--- src/sv/bps_pkg.sv ---
// Shared types and constants for the beacon page selector.
package bps_pkg;

    localparam int TABLE_DEPTH = 64;
    localparam int MAX_PAGE    = 16;

    localparam int SLOT_W   = 6;
    localparam int CNT_W    = 7;
    localparam int ADDR_W   = (TABLE_DEPTH > 1) ? $clog2(TABLE_DEPTH) : 1;
    localparam int PICK_AW  = (MAX_PAGE > 1) ? $clog2(MAX_PAGE) : 1;
    localparam int PICK_CW  = $clog2(MAX_PAGE + 1);
    localparam int PADDR_W  = 3;
    localparam int PDATA_W  = 32;

    localparam logic OP_MARK = 1'b0;
    localparam logic OP_EMIT = 1'b1;

    localparam logic [PADDR_W-1:0] REG_MOBILE_NODE = 3'd0;

    typedef struct packed {
        logic              opcode;
        logic [SLOT_W-1:0] slot_index;
        logic [CNT_W-1:0]  table_count;
        logic              full_page;
    } bps_in_t;

    typedef struct packed {
        logic [SLOT_W-1:0] entry_index;
        logic              from_dirty;
        logic              page_empty;
        logic              last_of_page;
        logic [CNT_W-1:0]  dirty_total;
    } bps_out_t;

    typedef struct packed {
        logic [SLOT_W-1:0] idx;
        logic              from_dirty;
    } bps_pick_t;

    typedef struct packed {
        logic               vld;
        logic [PICK_AW-1:0] slot;
        bps_pick_t          pick;
    } bps_push_t;

    typedef struct packed {
        logic               start;
        logic [PICK_CW-1:0] npick;
        logic [CNT_W-1:0]   total;
    } bps_page_t;

    typedef struct packed {
        logic              vld;
        logic [SLOT_W-1:0] idx;
    } bps_clear_t;

endpackage

--- src/sv/bps_page_buf.sv ---
// Page buffer: collects picked slots and drains them as result beats.
module bps_page_buf (
    input  logic                clk,
    input  logic                rst_n,
    input  bps_pkg::bps_push_t  push,
    input  bps_pkg::bps_page_t  page,
    output logic                done,
    output bps_pkg::bps_clear_t clear,
    output logic                result_valid,
    input  logic                result_stall,
    output bps_pkg::bps_out_t   result
);

    bps_pkg::bps_pick_t pick_mem [bps_pkg::MAX_PAGE];

    logic                        active_reg, active_next;
    logic [bps_pkg::PICK_CW-1:0] rd_ptr_reg, rd_ptr_next;
    logic [bps_pkg::PICK_CW-1:0] n_reg;
    logic [bps_pkg::CNT_W-1:0]   total_reg;
    logic                        out_vld_reg, out_vld_next;
    bps_pkg::bps_out_t           out_reg;
    bps_pkg::bps_pick_t          pick_rd_reg;

    logic               load;
    logic               is_last;
    logic               is_empty;
    bps_pkg::bps_pick_t cur_pick;

    always_ff @(posedge clk)
    begin
        if (push.vld)
        begin
            pick_mem[push.slot] <= push.pick;
        end
        pick_rd_reg <= pick_mem[rd_ptr_next[bps_pkg::PICK_AW-1:0]];
    end

    always_comb
    begin
        load     = active_reg && (!out_vld_reg || !result_stall);
        is_empty = (n_reg == '0);
        is_last  = is_empty || ((rd_ptr_reg + 1'b1) == n_reg);
        cur_pick = pick_rd_reg;

        active_next = active_reg;
        rd_ptr_next = rd_ptr_reg;
        if (page.start)
        begin
            active_next = 1'b1;
            rd_ptr_next = '0;
        end
        else if (load)
        begin
            rd_ptr_next = rd_ptr_reg + 1'b1;
            if (is_last)
            begin
                active_next = 1'b0;
            end
        end

        if (load)
        begin
            out_vld_next = 1'b1;
        end
        else if (result_stall)
        begin
            out_vld_next = out_vld_reg;
        end
        else
        begin
            out_vld_next = 1'b0;
        end

        done      = load && is_last;
        clear.vld = load && !is_empty && cur_pick.from_dirty;
        clear.idx = cur_pick.idx;
    end

    always_ff @(posedge clk or negedge rst_n)
    begin
        if (!rst_n)
        begin
            active_reg  <= 1'b0;
            rd_ptr_reg  <= '0;
            out_vld_reg <= 1'b0;
        end
        else
        begin
            active_reg  <= active_next;
            rd_ptr_reg  <= rd_ptr_next;
            out_vld_reg <= out_vld_next;
        end
    end

    always_ff @(posedge clk)
    begin
        if (page.start)
        begin
            n_reg     <= page.npick;
            total_reg <= page.total;
        end
        if (load)
        begin
            out_reg.dirty_total  <= total_reg;
            out_reg.last_of_page <= is_last;
            out_reg.page_empty   <= is_empty;
            if (is_empty)
            begin
                out_reg.entry_index <= '0;
                out_reg.from_dirty  <= 1'b0;
            end
            else
            begin
                out_reg.entry_index <= cur_pick.idx;
                out_reg.from_dirty  <= cur_pick.from_dirty;
            end
        end
    end

    assign result_valid = out_vld_reg;
    assign result       = out_reg;

    a_start_idle: assert property (@(posedge clk) disable iff (!rst_n)
        page.start |-> !active_reg)
        else $error("page start while draining");

    a_push_idle: assert property (@(posedge clk) disable iff (!rst_n)
        push.vld |-> !active_reg)
        else $error("pick pushed while draining");

    a_ptr_range: assert property (@(posedge clk) disable iff (!rst_n)
        active_reg |-> (rd_ptr_reg < n_reg) || (n_reg == '0))
        else $error("drain pointer past page end");

    a_done_drops: assert property (@(posedge clk) disable iff (!rst_n)
        done |=> !active_reg && out_vld_reg)
        else $error("drain did not finish on last beat");

endmodule

--- src/sv/beacon_page_selector.sv ---
// Top level of the beacon page selector: dirty-bit memory, scan sequencer, APB register.
// Mark beat: sets the dirty bit of the slot, no result. Emit beat: dirty scan, then for a
// full page with room left a cursor reduction and a rotation scan, then the page is opened
// and drained at one result beat per cycle while result_stall is low; the scans are skipped
// in mobile node mode. One item at a time: item_stall is high outside idle. After reset
// the dirty memory is swept clear with item_stall high.
module beacon_page_selector (
    input  logic                         clk,
    input  logic                         rst_n,
    input  logic                         item_valid,
    output logic                         item_stall,
    input  bps_pkg::bps_in_t             item,
    output logic                         result_valid,
    input  logic                         result_stall,
    output bps_pkg::bps_out_t            result,
    input  logic                         psel,
    input  logic                         penable,
    input  logic                         pwrite,
    input  logic [bps_pkg::PADDR_W-1:0]  paddr,
    input  logic [bps_pkg::PDATA_W-1:0]  pwdata,
    output logic [bps_pkg::PDATA_W-1:0]  prdata,
    output logic                         pready
);

    typedef enum logic [5:0] {
        S_INIT  = 6'b000001,
        S_IDLE  = 6'b000010,
        S_SCAN  = 6'b000100,
        S_MOD   = 6'b001000,
        S_ROT   = 6'b010000,
        S_DRAIN = 6'b100000
    } state_t;

    logic dirty_mem [bps_pkg::TABLE_DEPTH];

    state_t                      state_reg, state_next;
    logic [bps_pkg::ADDR_W-1:0]  init_ptr_reg, init_ptr_next;
    logic                        mobile_reg;
    logic [bps_pkg::ADDR_W-1:0]  cursor_reg, cursor_next;
    logic [bps_pkg::CNT_W-1:0]   cnt_reg, cnt_next;
    logic                        full_reg, full_next;
    logic [bps_pkg::ADDR_W-1:0]  iss_ptr_reg, iss_ptr_next;
    logic [bps_pkg::CNT_W-1:0]   iss_left_reg, iss_left_next;
    logic [bps_pkg::ADDR_W-1:0]  base_reg, base_next;
    logic                        rd_vld_reg, rd_vld_next;
    logic [bps_pkg::ADDR_W-1:0]  rd_tag_reg;
    logic                        rd_data_reg;
    logic [bps_pkg::CNT_W-1:0]   total_reg, total_next;
    logic [bps_pkg::PICK_CW-1:0] npick_reg, npick_next;
    logic                        start_reg, start_next;

    logic                        accept;
    logic                        cfg_wr;
    logic [bps_pkg::CNT_W-1:0]   cnt_sat;
    logic                        issue;
    logic                        room;
    logic [bps_pkg::CNT_W-1:0]   iss_inc;
    logic [bps_pkg::CNT_W-1:0]   tag_inc;
    logic                        mem_we;
    logic [bps_pkg::ADDR_W-1:0]  mem_waddr;
    logic                        mem_wdata;
    logic                        done;
    bps_pkg::bps_push_t          push;
    bps_pkg::bps_page_t          page;
    bps_pkg::bps_clear_t         clear;

    assign accept     = item_valid && !item_stall;
    assign item_stall = (state_reg != S_IDLE);
    assign cfg_wr     = psel && penable && pwrite && pready;
    assign pready     = 1'b1;
    assign prdata     = (paddr == bps_pkg::REG_MOBILE_NODE)
                        ? {{(bps_pkg::PDATA_W-1){1'b0}}, mobile_reg} : '0;

    always_comb
    begin
        cnt_sat = (item.table_count > bps_pkg::CNT_W'(bps_pkg::TABLE_DEPTH))
                  ? bps_pkg::CNT_W'(bps_pkg::TABLE_DEPTH) : item.table_count;
        room    = (npick_reg < bps_pkg::PICK_CW'(bps_pkg::MAX_PAGE));
        iss_inc = bps_pkg::CNT_W'(iss_ptr_reg) + 1'b1;
        tag_inc = bps_pkg::CNT_W'(rd_tag_reg) + 1'b1;

        state_next    = state_reg;
        init_ptr_next = init_ptr_reg;
        cursor_next   = cursor_reg;
        cnt_next      = cnt_reg;
        full_next     = full_reg;
        iss_ptr_next  = iss_ptr_reg;
        iss_left_next = iss_left_reg;
        base_next     = base_reg;
        total_next    = total_reg;
        npick_next    = npick_reg;
        start_next    = 1'b0;
        issue         = 1'b0;

        mem_we    = 1'b0;
        mem_waddr = bps_pkg::ADDR_W'(item.slot_index);
        mem_wdata = 1'b0;

        push.vld             = 1'b0;
        push.slot            = npick_reg[bps_pkg::PICK_AW-1:0];
        push.pick.idx        = bps_pkg::SLOT_W'(rd_tag_reg);
        push.pick.from_dirty = 1'b0;

        unique case (state_reg)
            S_INIT:
            begin
                mem_we        = 1'b1;
                mem_waddr     = init_ptr_reg;
                init_ptr_next = init_ptr_reg + 1'b1;
                if (init_ptr_reg == bps_pkg::ADDR_W'(bps_pkg::TABLE_DEPTH - 1))
                begin
                    state_next = S_IDLE;
                end
            end
            S_IDLE:
            begin
                if (accept && item.opcode == bps_pkg::OP_MARK)
                begin
                    mem_we    = ({1'b0, item.slot_index} <
                                 (bps_pkg::SLOT_W+1)'(bps_pkg::TABLE_DEPTH));
                    mem_wdata = 1'b1;
                end
                else if (accept)
                begin
                    cnt_next      = cnt_sat;
                    full_next     = item.full_page;
                    total_next    = '0;
                    npick_next    = '0;
                    iss_ptr_next  = '0;
                    iss_left_next = cnt_sat;
                    if (mobile_reg)
                    begin
                        start_next = 1'b1;
                        state_next = S_DRAIN;
                    end
                    else if (cnt_sat == '0)
                    begin
                        cursor_next = '0;
                        start_next  = 1'b1;
                        state_next  = S_DRAIN;
                    end
                    else
                    begin
                        state_next = S_SCAN;
                    end
                end
            end
            S_SCAN:
            begin
                issue = (iss_left_reg != '0);
                if (rd_vld_reg && rd_data_reg)
                begin
                    total_next = total_reg + 1'b1;
                    if (room)
                    begin
                        push.vld             = 1'b1;
                        push.pick.from_dirty = 1'b1;
                        npick_next           = npick_reg + 1'b1;
                    end
                end
                if (!issue && !rd_vld_reg)
                begin
                    if (full_reg && room)
                    begin
                        base_next  = cursor_reg;
                        state_next = S_MOD;
                    end
                    else
                    begin
                        start_next = 1'b1;
                        state_next = S_DRAIN;
                    end
                end
            end
            S_MOD:
            begin
                if (bps_pkg::CNT_W'(base_reg) >= cnt_reg)
                begin
                    base_next = bps_pkg::ADDR_W'(bps_pkg::CNT_W'(base_reg) - cnt_reg);
                end
                else
                begin
                    iss_ptr_next  = base_reg;
                    iss_left_next = cnt_reg;
                    state_next    = S_ROT;
                end
            end
            S_ROT:
            begin
                issue = (iss_left_reg != '0) && room;
                if (rd_vld_reg && room)
                begin
                    cursor_next = (tag_inc == cnt_reg) ? '0 : bps_pkg::ADDR_W'(tag_inc);
                    if (!rd_data_reg)
                    begin
                        push.vld   = 1'b1;
                        npick_next = npick_reg + 1'b1;
                    end
                end
                if (!room || (iss_left_reg == '0 && !rd_vld_reg))
                begin
                    start_next = 1'b1;
                    state_next = S_DRAIN;
                end
            end
            S_DRAIN:
            begin
                mem_we    = clear.vld;
                mem_waddr = bps_pkg::ADDR_W'(clear.idx);
                mem_wdata = 1'b0;
                if (done)
                begin
                    state_next = S_IDLE;
                end
            end
            default:
            begin
                state_next = S_IDLE;
            end
        endcase

        if (issue)
        begin
            iss_left_next = iss_left_reg - 1'b1;
            iss_ptr_next  = (iss_inc == cnt_reg) ? '0 : bps_pkg::ADDR_W'(iss_inc);
        end
        rd_vld_next = issue;
    end

    always_ff @(posedge clk)
    begin
        if (mem_we)
        begin
            dirty_mem[mem_waddr] <= mem_wdata;
        end
        rd_data_reg <= dirty_mem[iss_ptr_reg];
        rd_tag_reg  <= iss_ptr_reg;
    end

    always_ff @(posedge clk or negedge rst_n)
    begin
        if (!rst_n)
        begin
            state_reg    <= S_INIT;
            init_ptr_reg <= '0;
            mobile_reg   <= 1'b0;
            cursor_reg   <= '0;
            iss_left_reg <= '0;
            rd_vld_reg   <= 1'b0;
            npick_reg    <= '0;
            start_reg    <= 1'b0;
        end
        else
        begin
            state_reg    <= state_next;
            init_ptr_reg <= init_ptr_next;
            cursor_reg   <= cursor_next;
            iss_left_reg <= iss_left_next;
            rd_vld_reg   <= rd_vld_next;
            npick_reg    <= npick_next;
            start_reg    <= start_next;
            if (cfg_wr && paddr == bps_pkg::REG_MOBILE_NODE)
            begin
                mobile_reg <= pwdata[0];
            end
        end
    end

    always_ff @(posedge clk)
    begin
        cnt_reg     <= cnt_next;
        full_reg    <= full_next;
        iss_ptr_reg <= iss_ptr_next;
        base_reg    <= base_next;
        total_reg   <= total_next;
    end

    always_comb
    begin
        page.start = start_reg;
        page.npick = npick_reg;
        page.total = total_reg;
    end

    bps_page_buf u_page_buf (
        .clk          (clk),
        .rst_n        (rst_n),
        .push         (push),
        .page         (page),
        .done         (done),
        .clear        (clear),
        .result_valid (result_valid),
        .result_stall (result_stall),
        .result       (result)
    );

    a_clear_in_drain: assert property (@(posedge clk) disable iff (!rst_n)
        clear.vld |-> state_reg == S_DRAIN)
        else $error("dirty clear outside drain");

    a_read_in_scan: assert property (@(posedge clk) disable iff (!rst_n)
        rd_vld_reg |-> (state_reg == S_SCAN) || (state_reg == S_ROT)
                       || (state_reg == S_DRAIN))
        else $error("read data pending in wrong state");

    a_npick_bound: assert property (@(posedge clk) disable iff (!rst_n)
        npick_reg <= bps_pkg::PICK_CW'(bps_pkg::MAX_PAGE))
        else $error("page overfilled");

    a_start_enters_drain: assert property (@(posedge clk) disable iff (!rst_n)
        start_reg |-> state_reg == S_DRAIN && $past(state_reg) != S_DRAIN)
        else $error("page start without drain entry");

endmodule

--- config.mk ---
export PLATFORM = sky130hd
export DESIGN_NAME = beacon_page_selector
export DESIGN_NICKNAME = d
export VERILOG_FILES = /design/src/sv/bps_pkg.sv /design/src/sv/bps_page_buf.sv /design/src/sv/beacon_page_selector.sv
export SDC_FILE = /design/constraint.sdc
export NUM_CORES = 1
export LEC_CHECK = 0
export ABC_CLOCK_PERIOD_IN_PS = 9100
export BUFFER_PORTS_ARGS = -buffer_cell sky130_fd_sc_hd__buf_2
export CORE_MARGIN = 2
export CORE_UTILIZATION = 50
export DETAILED_ROUTE_END_ITERATION = 10
export GPL_ROUTABILITY_DRIVEN = 0
export PLACE_DENSITY = 0.67
export RECOVER_POWER = 100
export SLEW_MARGIN = 20
export SYNTH_ARGS = -nofsm -noshare
export SYNTH_HDL_FRONTEND = slang
export SYNTH_HIERARCHICAL = 1
export SYNTH_SLANG_ARGS = --single-unit
export TNS_END_PERCENT = 1
--- constraint.sdc ---
create_clock -name clk -period 9.1 [get_ports clk]
set_clock_uncertainty 0.1 [all_clocks]
set_input_delay 0.455 -clock clk [delete_from_list [all_inputs] [get_ports clk]]
set_output_delay 0.455 -clock clk [all_outputs]
set_load 0.05 [all_outputs]
==> results of run 1 <==
-- worst min-delay path by stage --
| stage | end | slack, ps |
|---|---|---|
| final | mobile_reg$_DFFE_PN0P_ | 40 |
| after global routing | mobile_reg$_DFFE_PN0P_ | 40 |
| after CTS | full_reg$_DFFE_PP_ | 20 |
| after detailed placement | u_page_buf/result[0]$_DFFE_PP_ | 310 |
| after global placement | u_page_buf/result[1]$_DFFE_PP_ | 310 |
| after floorplan | cursor_reg[0]$_DFFE_PN0P_ | 60 |
-- metal layers --
metal / part of all wire / up-vias / global-route usage
met5: 0 / - / 0
met4: 0.021 / 0 / 0.06245
met3: 0.055 / 44 / 0.02897
met2: 0.50 / 250 / 0.3561
met1: 0.42 / 3975 / 0.2801
li1: - / 3789 / -
-- logic make-up after synthesis --
kind of cell             count (synthesis)  share of synthesized area
other                                    2                  0.0005785
AND/OR/NAND/NOR                        394                     0.1454
XOR/XNOR                                51                    0.03441
AO/OA/AOI/OAI                          139                    0.08106
adder cells (fa/ha/maj)                 14                    0.01407
flip-flops                             285                     0.6332
multiplexers                            41                    0.05070
buffers and inverters                   89                    0.04058
-- through the flow --
step	hold slack [ps]	setup slack, ps
after global routing	35.07	2781
after floorplan	59.41	4910
after global placement	305.3	5301
after detailed placement	308.1	5253
final	40.06	3142
after CTS	20.52	5370
-- layout make-up --
type	instances	area (µm²)	area share
multi-input cells	671	4315	0.3045
clock inverters	7	51.30	0.003619
flip-flops and latches	285	8219	0.5799
inverters	19	73.82	0.005208
well taps	330	412.9	0.02913
clock buffers	46	860.8	0.06073
repair buffers	53	240.2	0.01695
-- worst max-delay path: stages (launching register included) --
cell and delay, ps:
sky130_fd_sc_hd__dfrtp_1 320, sky130_fd_sc_hd__clkbuf_1 1180, sky130_fd_sc_hd__nor2_1 210, sky130_fd_sc_hd__mux2i_4 210
sky130_fd_sc_hd__clkbuf_1 1560, sky130_fd_sc_hd__inv_1 390, sky130_fd_sc_hd__clkbuf_1 630, sky130_fd_sc_hd__a21oi_1 320
sky130_fd_sc_hd__a32oi_1 100, sky130_fd_sc_hd__o2111ai_1 430, sky130_fd_sc_hd__o2111ai_1 260
-- power groups by stage --
stage	clock network, mW	registers (mW)	logic, mW
final	1.13	1.87	1.41
after global placement	0	1.88	1.42
after floorplan	0	1.88	1.06
after detailed placement	0	1.89	1.44
after CTS	1.15	1.86	1.45
after global routing	1.20	1.90	1.54
-- cells in the mapped netlist (all sizes together) (3+ instances only) --
cell / count
nand3b: 9
a22oi: 7
dfxtp: 14
buf: 57
nor2: 108
nor3b: 9
ha: 13
nand2: 134
edfxtp: 231
nor4: 6
a22o: 7
a21oi: 16
or4: 5
mux2: 5
nor2b: 25
mux2i: 19
mux4: 17
nand4: 12
o31ai: 4
a311oi: 3
o21ai: 28
xor2: 18
a31oi: 4
a211o: 7
a221oi: 8
nand2b: 10
o2111ai: 10
a221o: 7
dfrtp: 39
o22ai: 6
inv: 19
and2: 6
clkbuf: 13
nor3: 21
and3: 11
xnor2: 33
a21o: 6
or3: 10
a32oi: 5
nand3: 20
==> summary.md, run 1 <==
Entering global routing, the biggest net connects 66 pins. Switching portion of total power: 0.3642. For the initial antenna violation count, the log shows 0.

The cell sitting at the root of the clock tree is a sky130_fd_sc_hd__clkbuf_16. For this design the static power due to leakage is 5.031 nW. For the post-synthesis sequential area ratio, the log shows 0.6332. The routed design has 27,730 µm of wire. From bottom edge to top edge, the die measures 165.1 µm. The share of total power in sequential cells was 0.424. Relative to the synthesized area, the layout overhead comes to 9.186%.

For the count of pins over their slew limit, the log shows 220. The reg-to-reg endpoint was u_page_buf/clear[0]$_DFF_P_. Net count of the finished layout: 1,130.

The logs give 78 for the number of distinct library cells after synthesis and 0 ps for the accumulated negative setup slack. The overall power of the completed layout was 4.399 mW; the horizontal die dimension was 165.1 µm. With fillers left out, the area of the finished cells amounts to 14,170 µm².

The tools report the final global-route overflow total as 0. The first-iteration detailed-routing DRC count came out at 661. The first global-routing pass estimated 43,250 µm of wire. The die footprint was 27,270 µm²; the post-detailed-route wirelength per cell was 19.65 µm. The synthesized area per cell is 12.79 µm².

The number of buffers between clock root and the deepest sink was 3. The layout has 2,129 filler cells. The number of placement rows is 58, and the post-route antenna net violation count is 0. The synthesized design contains 231 enable-type register cells. Part of the power in combinational logic: 0.320.

The path category of the worst min-delay check was primary input to flip-flop. For the worst flop-to-flop path, the logic depth is 10. The floorplan step defined a core boundary enclosing 25,330 µm².

The clock latency of the later-clocked register in the worst-skew pair came out at 560 ps. The biggest area contributor in the post-synthesis netlist is sky130_fd_sc_hd__edfxtp_1. TritonCTS built the clock tree. The mapped netlist covers 12,980 µm². The required time reported for the critical path endpoint was 9380 ps.

After detailed placement, the design holds a cell count of 1,357. The portion of synthesized cell area occupied by the leading cell type was 0.5344. The number of clock sinks came out at 285. The final reports fail on max-capacitance violations, max-slew violations. Subtracting the final worst setup slack from the clock period gives 5958 ps.

The number of global-route vias before repair is 7,951. The reported max-cap violation count is 6, and the cell internal power dissipation is 2.797 mW. The top cell types in the final layout, fill and taps aside, are 231 x sky130_fd_sc_hd__edfxtp_1, 134 x sky130_fd_sc_hd__nand2_1, 108 x sky130_fd_sc_hd__nor2_1. The tools report the number of buffers inserted during clock tree synthesis as 29.

STA puts the critical path data arrival time at 6240 ps. The number of iterations in the first detailed-routing pass was 5. Post-CTS repair changed the size of 0 cells. The startpoint identified for the worst hold timing path is pwdata[0]. The finished layout holds 1,411 standard cells, fillers aside. The count of final setup violators was 0. The depth of the worst hold-timing path came out at 2. The flow ran to the end, but the final reports show violations. The startpoint identified for the worst register-to-register timing path is start_reg$_DFF_PN0_. The worst-case IR drop observed on VDD is 282.7 µV. Summed over all nets, the half-perimeter wirelength after detailed placement is 18,430 µm. The critical path starts at start_reg$_DFF_PN0_.

Capture point of the worst path: u_page_buf/clear[0]$_DFF_P_. The number of antenna diodes in the final layout is 0. For this run, the top clock speed supported by timing is 0.1678 GHz.

The register containing the most flip-flops in the final layout is u_page_buf/pick_mem. The area after detailed placement was 13,360 µm². For the register-to-register path setup slack, the log shows 3140 ps.

108 I/O pins were placed. The share of synthesized registers carrying an async set or reset came out at 0.1404. Setup repair after global routing left no endpoint under its margin. Post-route clock period utilization: 0.6547.

The share of cells above drive strength 1 is 0.09343. After synthesis, the cell types taking the most area are sky130_fd_sc_hd__edfxtp_1 53%, sky130_fd_sc_hd__dfrtp_1 7.5%, sky130_fd_sc_hd__nand2_1 3.9%. Port buffering added 44 buffers. Remaining design rule violation count: 0. After clock tree synthesis, the clock-pin slew on the worst setup and hold paths is 60 ps. The CTS H-tree depth is 1.

The number of flip-flops and latches in the synthesized netlist came out at 285. The category of the critical setup timing path was flip-flop to flip-flop. The via-per-instance ratio is 5.711. The number of standard cells after synthesis is 1,015. The worst setup path is captured at a flip-flop. For the pin with the worst max-slew slack, the measured transition is 2600 ps. The count of endpoints failing hold in the final timing report was 0. The net switching power of the design is 1.602 mW. For this run, the leading register cell type out of synthesis is sky130_fd_sc_hd__edfxtp_1. The total of warnings raised by yosys was 6. Across all layers, the routed design uses 8,058 vias.

Startpoint type of the worst setup path: a flip-flop. The register with the most flip-flops in the layout has 112 of them. The peak fanout along the critical path was 38; the number of setup buffers added after CTS was 0.

The fraction of power consumed by the clock network was 0.256; the total global-route track usage was 0.2088. For the tightest slew margin relative to the limit, the log shows -0.7335. The total of hold buffers inserted after clock tree synthesis was 0; the power per cell area was 310.4 nW/µm². The library cell used most frequently in the layout, excluding fill and tap cells, is sky130_fd_sc_hd__edfxtp_1. Effective utilization at floorplan: 0.5125. The tools report the final core area utilization as 0.5596.
No activity file was read; power rests on OpenSTA's default activity.
==> run 2: changes to the inputs <==
--- a/config.mk
+++ b/config.mk
@@ -5,13 +5,13 @@
 export SDC_FILE = /design/constraint.sdc
 export NUM_CORES = 1
 export LEC_CHECK = 0
-export ABC_CLOCK_PERIOD_IN_PS = 9100
+export ABC_CLOCK_PERIOD_IN_PS = 5250
 export BUFFER_PORTS_ARGS = -buffer_cell sky130_fd_sc_hd__buf_2
 export CORE_MARGIN = 2
 export CORE_UTILIZATION = 50
 export DETAILED_ROUTE_END_ITERATION = 10
 export GPL_ROUTABILITY_DRIVEN = 0
-export PLACE_DENSITY = 0.67
+export PLACE_DENSITY = 0.69
 export RECOVER_POWER = 100
 export SLEW_MARGIN = 20
 export SYNTH_ARGS = -nofsm -noshare
==> constraint.sdc (replaced) <==
create_clock -name clk -period 5.25 [get_ports clk]
set_clock_uncertainty 0.1 [all_clocks]
set_input_delay 0.2625 -clock clk [delete_from_list [all_inputs] [get_ports clk]]
set_output_delay 0.2625 -clock clk [all_outputs]
set_load 0.05 [all_outputs]
==> run 2 against run 1 <==
Net effect: the flow still finishes with violations (max-capacitance violations, max-slew violations); die area unchanged; critical path depth down 2; wire length grew 1.3%; largest power group unchanged.
==> summary.md, run 2 (synthesis gave the netlist of run 1 again) <==
The startpoint type of the worst setup path was a flip-flop. The run gives 4 (-2) as the reported max-cap violation count. The tools report the worst setup slack after placement as 1669 ps (-3584 ps).

The final reports fail on max-capacitance violations, max-slew violations. The run gives 65 (-1.5%) as the maximum number of pins on one net before global-route repair. The flow ran to the end, but the final reports show violations.

The power per cell area was 544.4 nW/µm² (+75%). The number of inserted diodes is 0 (unchanged), and the via-per-instance ratio is 5.748 (+0.66%). The first-iteration detailed-routing DRC count was 691 (+4.5%). The most used routing layer in global routing was met2. Cell type of the slowest stage on the worst timing path: sky130_fd_sc_hd__clkbuf_1.

The horizontal die dimension works out to 165.1 µm (unchanged). The logs give 1218 ps (-1924 ps) for the worst setup margin and 0 (unchanged) for the number of setup buffers added after CTS. The floorplan die height was 165.1 µm (unchanged); the accumulated negative setup slack was 0 ps (unchanged). The signal on the critical path passes through a21boi_0 > clkbuf_1 > mux2i_4 > inv_1 > nand2_1 > a211o_1 > o2111ai_1 > o2111ai_1.

The worst setup path is of the flip-flop to flip-flop kind. The count of filler cells inserted in the layout came out at 2,093 (-1.7%). The logic depth of the worst setup path including buffers was 8 (-2). The number of buffers between clock root and the deepest sink came out at 3 (unchanged). The worst setup path is captured at a flip-flop. The tools report the total global-route track usage as 0.2089 (about the same).

The run gives 8,157 (+1.2%) as the via count of the routed design. Number of clock sinks: 285 (unchanged). From synthesis to final layout, the design area changed by 10.29%.

The delay contributed by the slowest stage of the critical path was 1160 ps (-400 ps). The register with the most flip-flops in the final layout is u_page_buf/pick_mem. The tightest slew margin relative to the limit was -0.6344 (+0.09916); the final routed wirelength across all metal layers was 28,100 µm (+1.3%). The run gives 6 (+1) as the number of iterations in the first detailed-routing pass.

The leakage dissipation was 5.100 nW (+1.4%); the CTS H-tree depth was 1 (unchanged). For the count of endpoints failing hold in the final timing report, the log shows 0 (unchanged). The cell type group with the largest total delay on the critical path is buffers and inverters.

The depth of the worst hold-timing path came out at 4 (+2). The number of cells on the worst reg-to-reg path was 8 (-2); the number of placement rows was 58 (unchanged). Path category of the worst min-delay check: primary input to flip-flop. The post-route clock period utilization works out to 0.7680 (+0.1132). The wire length of the first global-routing pass is 43,490 µm (+0.56%). The run gives 108 (unchanged) as the I/O pin total. Setup repair after global routing left no endpoint under its margin. The transition time at the pin with the least slew margin is 2452 ps (-148.7 ps), and the register-to-register path setup slack is 1220 ps (-1920 ps). For the count of pins over their slew limit, the log shows 169 (-23%). The run gives 5510 ps (-3870 ps) as the required time reported for the critical path endpoint. The share of cells above drive strength 1 works out to 0.09642 (+0.002987).

The final HPWL from detailed placement is 18,880 µm (+2.5%), and the sum of buffers and inverters on the critical path is 2 (-2). The global-route track usage on met1 is 0.2821 (+0.001957). Leaving out fill and tap cells, the most frequent cell in the layout is sky130_fd_sc_hd__edfxtp_1. The root buffer cell chosen for the clock tree is sky130_fd_sc_hd__clkbuf_16. Count of final setup violators: 0 (unchanged). Die footprint: 27,270 µm² (unchanged). For the met2 track utilization from global routing, the log shows 0.3540 (-0.002083). The number of buffers inserted during clock tree synthesis was 29 (unchanged). The tools report the post-route antenna net violation count as 0 (unchanged).

TritonCTS built the clock tree. By instance count, the cell type seen most on the critical path is sky130_fd_sc_hd__o2111ai_1. The remaining design rule violation count was 0 (unchanged). The initial antenna violation count was 0 (unchanged); the met3 usage in global routing was 0.02597 (-0.002997). The port buffer count came out at 44 (unchanged). The logs give 4290 ps (-1950 ps) for the data arrival time at the worst-slack endpoint and 0.5125 (unchanged) for the effective utilization at floorplan. Final critical path time including I/O delays and setup: 4032 ps (-1926 ps). Clock-pin slew reported for the worst setup and hold paths after clock tree synthesis: 60 ps (about the same). The final hold slack was 2.054 ps (-38.00 ps); the peak ir drop on the vdd network was 643.7 µV (+130%). The net count of the finished layout was 1,137 (+0.62%); the peak fanout along the critical path was 26 (-32%). The post-detailed-route wirelength per cell is 19.80 µm (+0.75%). For the area inside the core boundary, the log shows 25,330 µm² (unchanged).

Leaving out fill and tap cells, the most frequent cells in the layout are 231 x sky130_fd_sc_hd__edfxtp_1, 134 x sky130_fd_sc_hd__nand2_1, 108 x sky130_fd_sc_hd__nor2_1. The run gives 0 (unchanged) as the final global-route overflow total. The upper clock frequency limit came out at 0.2480 GHz (+48%).

The tools report the number of global-route vias before repair as 8,037 (+1.1%). For the clock latency of the later-clocked register in the worst-skew pair, the log shows 540 ps (-20 ps). The number of flip-flops under the largest register name came out at 112 (unchanged).
==> run 2: worst min-delay path: cells and delay by family <==
family                 cells  cell delay, ps
AND/OR/NAND/NOR            3             250
buffers and inverters      1             100
==> run 2: through the flow <==
stage / instances / total power, mW / util / area [µm²]
floorplan: 1045 / 5.102 / - / 13090
global placement: 1359 / 5.740 / 0.5279 / 13370
detailed placement: 1359 / 5.792 / 0.5279 / 13370
CTS: 1419 / 7.882 / 0.5695 / 14420
global route: 1419 / 8.169 / 0.5653 / 14320
finish: 1419 / 7.795 / 0.5653 / 14320
==> run 2: routing by layer <==
layer	up-vias	share of wire
met3	52	0.053
li1	3795	-
met1	4060	0.42
met5	-	0
met4	0	0.028
met2	250	0.50
==> run 2: path summary, 6_finish.rpt <==
path / from / end
hold / removal: item_valid / state_reg[1]$_DFFE_PN0P_
max in group asynchronous: rst_n / cursor_reg[0]$_DFFE_PN0P_
setup / recovery: u_page_buf/active_reg$_DFFE_PN0P_ / u_page_buf/clear[2]$_DFF_P_
min in group asynchronous: rst_n / u_page_buf/rd_ptr_reg[4]$_DFFE_PN0P_
hold reg to reg: u_page_buf/total_reg[4]$_DFFE_PP_ / u_page_buf/result[4]$_DFFE_PP_
setup reg to reg: u_page_buf/active_reg$_DFFE_PN0P_ / u_page_buf/clear[2]$_DFF_P_
==> run 2: layout make-up <==
type / count / area (µm²) / share of cell area
sequential: 285 / 8219 / 0.5741
multi-input combinational: 671 / 4314 / 0.3013
timing repair buffer: 60 / 305.3 / 0.02132
inverter: 19 / 73.82 / 0.005156
clock inverter: 9 / 81.33 / 0.005680
clock buffer: 45 / 910.9 / 0.06362
tap: 330 / 412.9 / 0.02884
==> run 2: repair_timing <==
action / 4_1_cts / 5_1_grt
hold buffers: 6 / 0
gates resized for setup: 0 / 0
endpoints found under the hold margin: 43 / 0
==> run 2: report_power, final <==
part	internal, mW	switching (mW)	total (mW)	leakage, nW
logic	0.864	1.58	2.44	1.86
registers	2.86	0.397	3.26	2.75
clock network	1.25	0.850	2.10	0.490
total	4.97	2.82	7.80	5.10
==> run 3: changes to the inputs <==
--- a/config.mk
+++ b/config.mk
@@ -5,13 +5,13 @@
 export SDC_FILE = /design/constraint.sdc
 export NUM_CORES = 1
 export LEC_CHECK = 0
-export ABC_CLOCK_PERIOD_IN_PS = 5250
+export ABC_CLOCK_PERIOD_IN_PS = 3870
 export BUFFER_PORTS_ARGS = -buffer_cell sky130_fd_sc_hd__buf_2
 export CORE_MARGIN = 2
 export CORE_UTILIZATION = 50
 export DETAILED_ROUTE_END_ITERATION = 10
 export GPL_ROUTABILITY_DRIVEN = 0
-export PLACE_DENSITY = 0.69
+export PLACE_DENSITY = 0.67
 export RECOVER_POWER = 100
 export SLEW_MARGIN = 20
 export SYNTH_ARGS = -nofsm -noshare
==> constraint.sdc (replaced) <==
create_clock -name clk -period 3.87 [get_ports clk]
set_clock_uncertainty 0.1 [all_clocks]
set_input_delay 0.1935 -clock clk [delete_from_list [all_inputs] [get_ports clk]]
set_output_delay 0.1935 -clock clk [all_outputs]
set_load 0.05 [all_outputs]
==> run 3 against run 2 <==
Net effect: the run still ends with max-capacitance violations, max-slew violations left; sequential power increased by 33%; wire length up 0.69%; fmax up 21%; utilization grew 0.73 points; register-to-register slack worse by 690 ps; die area is the same; first-iteration DRC count shrank 2.3%; clock power rose by 40%; combinational power rose by 41%; setup slack got worse by 690 ps; final cell count increased by 1.5%; critical path type unchanged.
==> summary.md, run 3 (synthesis gave the netlist of run 1 again) <==
The flow ran to the end, but the final reports show violations. The final reports fail on max-capacitance violations, max-slew violations. The die footprint was 27,270 µm² (unchanged); the final HPWL from detailed placement was 19,000 µm (+0.65%). Ranked by flip-flop count, first place goes to u_page_buf/pick_mem. Setup repair after global routing left no endpoint under its margin.

Final critical path time including I/O delays and setup: 3346 ps (-686.2 ps). Post-route clock period utilization: 0.8645 (+0.09655). The horizontal die dimension is 165.1 µm (unchanged). The logs give 0 (unchanged) for the count of instances resized after the clock tree is built and 675 (-2.3%) for the first-iteration detailed-routing DRC count. The depth of the worst hold-timing path is 4 (unchanged), and the number of buffers between clock root and the deepest sink is 3 (unchanged).

For the data arrival time at the worst-slack endpoint, the log shows 3430 ps (-860 ps). The run gives 0 ps (unchanged) as the accumulated negative setup slack. For the overall power of the completed layout, the log shows 10.70 mW (+37%).

Register-to-register path setup slack: 520 ps (-690 ps). The library cells used most frequently in the layout, excluding fill and tap cells, are 231 x sky130_fd_sc_hd__edfxtp_1, 134 x sky130_fd_sc_hd__nand2_1, 108 x sky130_fd_sc_hd__nor2_1. Count of final setup violators: 0 (unchanged). The path category of the worst min-delay check was primary input to flip-flop. The worst setup path is captured at a flip-flop. The leading cell type in the layout, fill and taps excluded was sky130_fd_sc_hd__edfxtp_1. CTS placed an instance of sky130_fd_sc_hd__clkbuf_16 at the clock tree root.

The share of cells above drive strength 1 is 0.1009 (+0.004482). The power per cell area is 737.6 nW/µm² (+35%), and the number of global-route vias before repair is 7,940 (-1.2%). The logs give 0 (unchanged) for the remaining design rule violation count and 5 (-1) for the number of iterations in the first detailed-routing pass.

For the number of placement rows, the log shows 58 (unchanged). The logs give 28,290 µm (+0.69%) for the final routed wirelength across all metal layers and 0 (unchanged) for the post-route antenna net violation count. The endpoint of the worst hold-timing path was dirty_mem[2]$_DFFE_PP_.

The number of buffers inserted during clock tree synthesis is 30 (+3.4%). The net count of the finished layout came out at 1,157 (+1.8%). Critical register-to-register path startpoint: state_reg[1]$_DFFE_PN0P_. For the leakage dissipation, the log shows 5.176 nW (+1.5%). For the reported max-cap violation count, the log shows 1 (-3). The initial antenna violation count was 0 (unchanged); the peak ir drop on the vdd network was 574.8 µV (-11%).

The via-per-instance ratio was 5.663 (-1.5%). The clock latency of the later-clocked register in the worst-skew pair was 550 ps (about the same). The run gives 1 (unchanged) as the CTS H-tree depth. The startpoint identified for the worst hold timing path is item[12].

The run gives 803.3 ps (-865.4 ps) as the worst setup slack after placement. The floorplan die height was 165.1 µm (unchanged); the number of cells on the worst reg-to-reg path was 6 (-2). For the post-route non-filler standard cell count, the log shows 1,440 (+1.5%). The number of cells after detailed placement is 1,370 (+0.81%). The tools report the required time reported for the critical path endpoint as 3950 ps (-1560 ps). Transition time at the pin with the least slew margin: 2653 ps (+201.5 ps). The worst register-to-register path ends at u_page_buf/pick_mem[15][1]$_DFFE_PP_. The post-detailed-route wirelength per cell works out to 19.65 µm (-0.77%).

The via count of the routed design is 8,154 (-0.037%). The effective utilization at floorplan is 0.5125 (unchanged), and the number of flip-flops under the largest register name is 112 (unchanged). The tightest slew margin relative to the limit was -0.7687 (-0.1343); the number of inserted diodes was 0 (unchanged). The tools report the maximum number of pins on one net before global-route repair as 65 (unchanged).

The peak fanout along the critical path is 10 (-62%). The area added between synthesis and finish is 11.72%, and the count of pins over their slew limit is 41 (-76%). The number of setup buffers added after CTS is 0 (unchanged), and the clock-pin slew reported for the worst setup and hold paths after clock tree synthesis is 60 ps (about the same). The tools report the total global-route track usage as 0.2091 (about the same). The run gives 285 (unchanged) as the number of clock sinks. The area inside the core boundary is 25,330 µm² (unchanged). The worst setup margin was 524.2 ps (-693.8 ps); the count of endpoints failing hold in the final timing report was 0 (unchanged).

The wire length of the first global-routing pass was 43,490 µm (unchanged). For the I/O pin total, the log shows 108 (unchanged). The tools report the upper clock frequency limit as 0.2989 GHz (+21%). The final global-route overflow total was 0 (unchanged). The port buffer count came out at 44 (unchanged). The worst setup path is of the flip-flop to flip-flop kind. STA classifies the critical path startpoint as a flip-flop. TritonCTS built the clock tree.
==> run 3: area by class of cell <==
| cell class | instances | area, µm² |
|---|---|---|
| fill | 2096 | 10820 |
| clock buffer | 43 | 849.6 |
| tap | 330 | 412.9 |
| sequential | 285 | 8219 |
| clock inverter | 13 | 187.7 |
| multi-input combinational | 671 | 4328 |
| inverter | 19 | 73.82 |
| timing repair buffer | 79 | 431.7 |
==> run 3: critical path, cell delays in order (launching register included) <==
cell	delay, ps
sky130_fd_sc_hd__dfrtp_1	430
sky130_fd_sc_hd__or4_1	650
sky130_fd_sc_hd__or3_1	380
sky130_fd_sc_hd__a21oi_1	180
sky130_fd_sc_hd__clkbuf_1	410
sky130_fd_sc_hd__nand3_1	260
sky130_fd_sc_hd__nor2_1	590
==> run 3: timing repair <==
item / 4_1_cts / 5_1_grt
hold buffers: 14 / 0
endpoints found under the hold margin: 51 / 0
setup endpoints to repair: 0 / 0
==> run 3: where the power goes <==
| group | switching, mW | internal (mW) |
|---|---|---|
| combinational | 2.23 | 1.20 |
| sequential | 0.440 | 3.88 |
| clock | 1.16 | 1.80 |
| total | 3.83 | 6.87 |
==> run 3: layer usage <==
metal,share of wire,GRT usage,vias up
li1,-,-,3843
met1,0.43,0.2830,4014
met2,0.49,0.3559,240
met3,0.048,0.02797,57
met4,0.030,0.06047,0
met5,0,0,-
==> run 3: worst max path at each step <==
stage | start | endpoint | slack, ps | cells past startpoint
after CTS | state_reg[1]$_DFFE_PN0P_ | u_page_buf/pick_mem[3][4]$_DFFE_PP_ | 810 | 5
after floorplan | state_reg[4]$_DFFE_PN0P_ | dirty_mem[41]$_DFFE_PP_ | 500 | 6
after global routing | state_reg[1]$_DFFE_PN0P_ | u_page_buf/pick_mem[14][1]$_DFFE_PP_ | 370 | 6
after global placement | state_reg[1]$_DFFE_PN0P_ | u_page_buf/pick_mem[3][3]$_DFFE_PP_ | 860 | 5
final | state_reg[1]$_DFFE_PN0P_ | u_page_buf/pick_mem[15][1]$_DFFE_PP_ | 520 | 6
after detailed placement | state_reg[1]$_DFFE_PN0P_ | u_page_buf/pick_mem[3][3]$_DFFE_PP_ | 800 | 5
==> run 3: per-stage QoR <==
| step | util | hold slack [ps] | cell area, µm² |
|---|---|---|---|
| floorplan | - | -202.1 | 13100 |
| global placement | 0.5312 | 302.9 | 13450 |
| detailed placement | 0.5312 | 304.5 | 13450 |
| CTS | 0.5777 | 154.0 | 14630 |
| global route | 0.5726 | 332.3 | 14500 |
| finish | 0.5726 | 292.7 | 14500 |
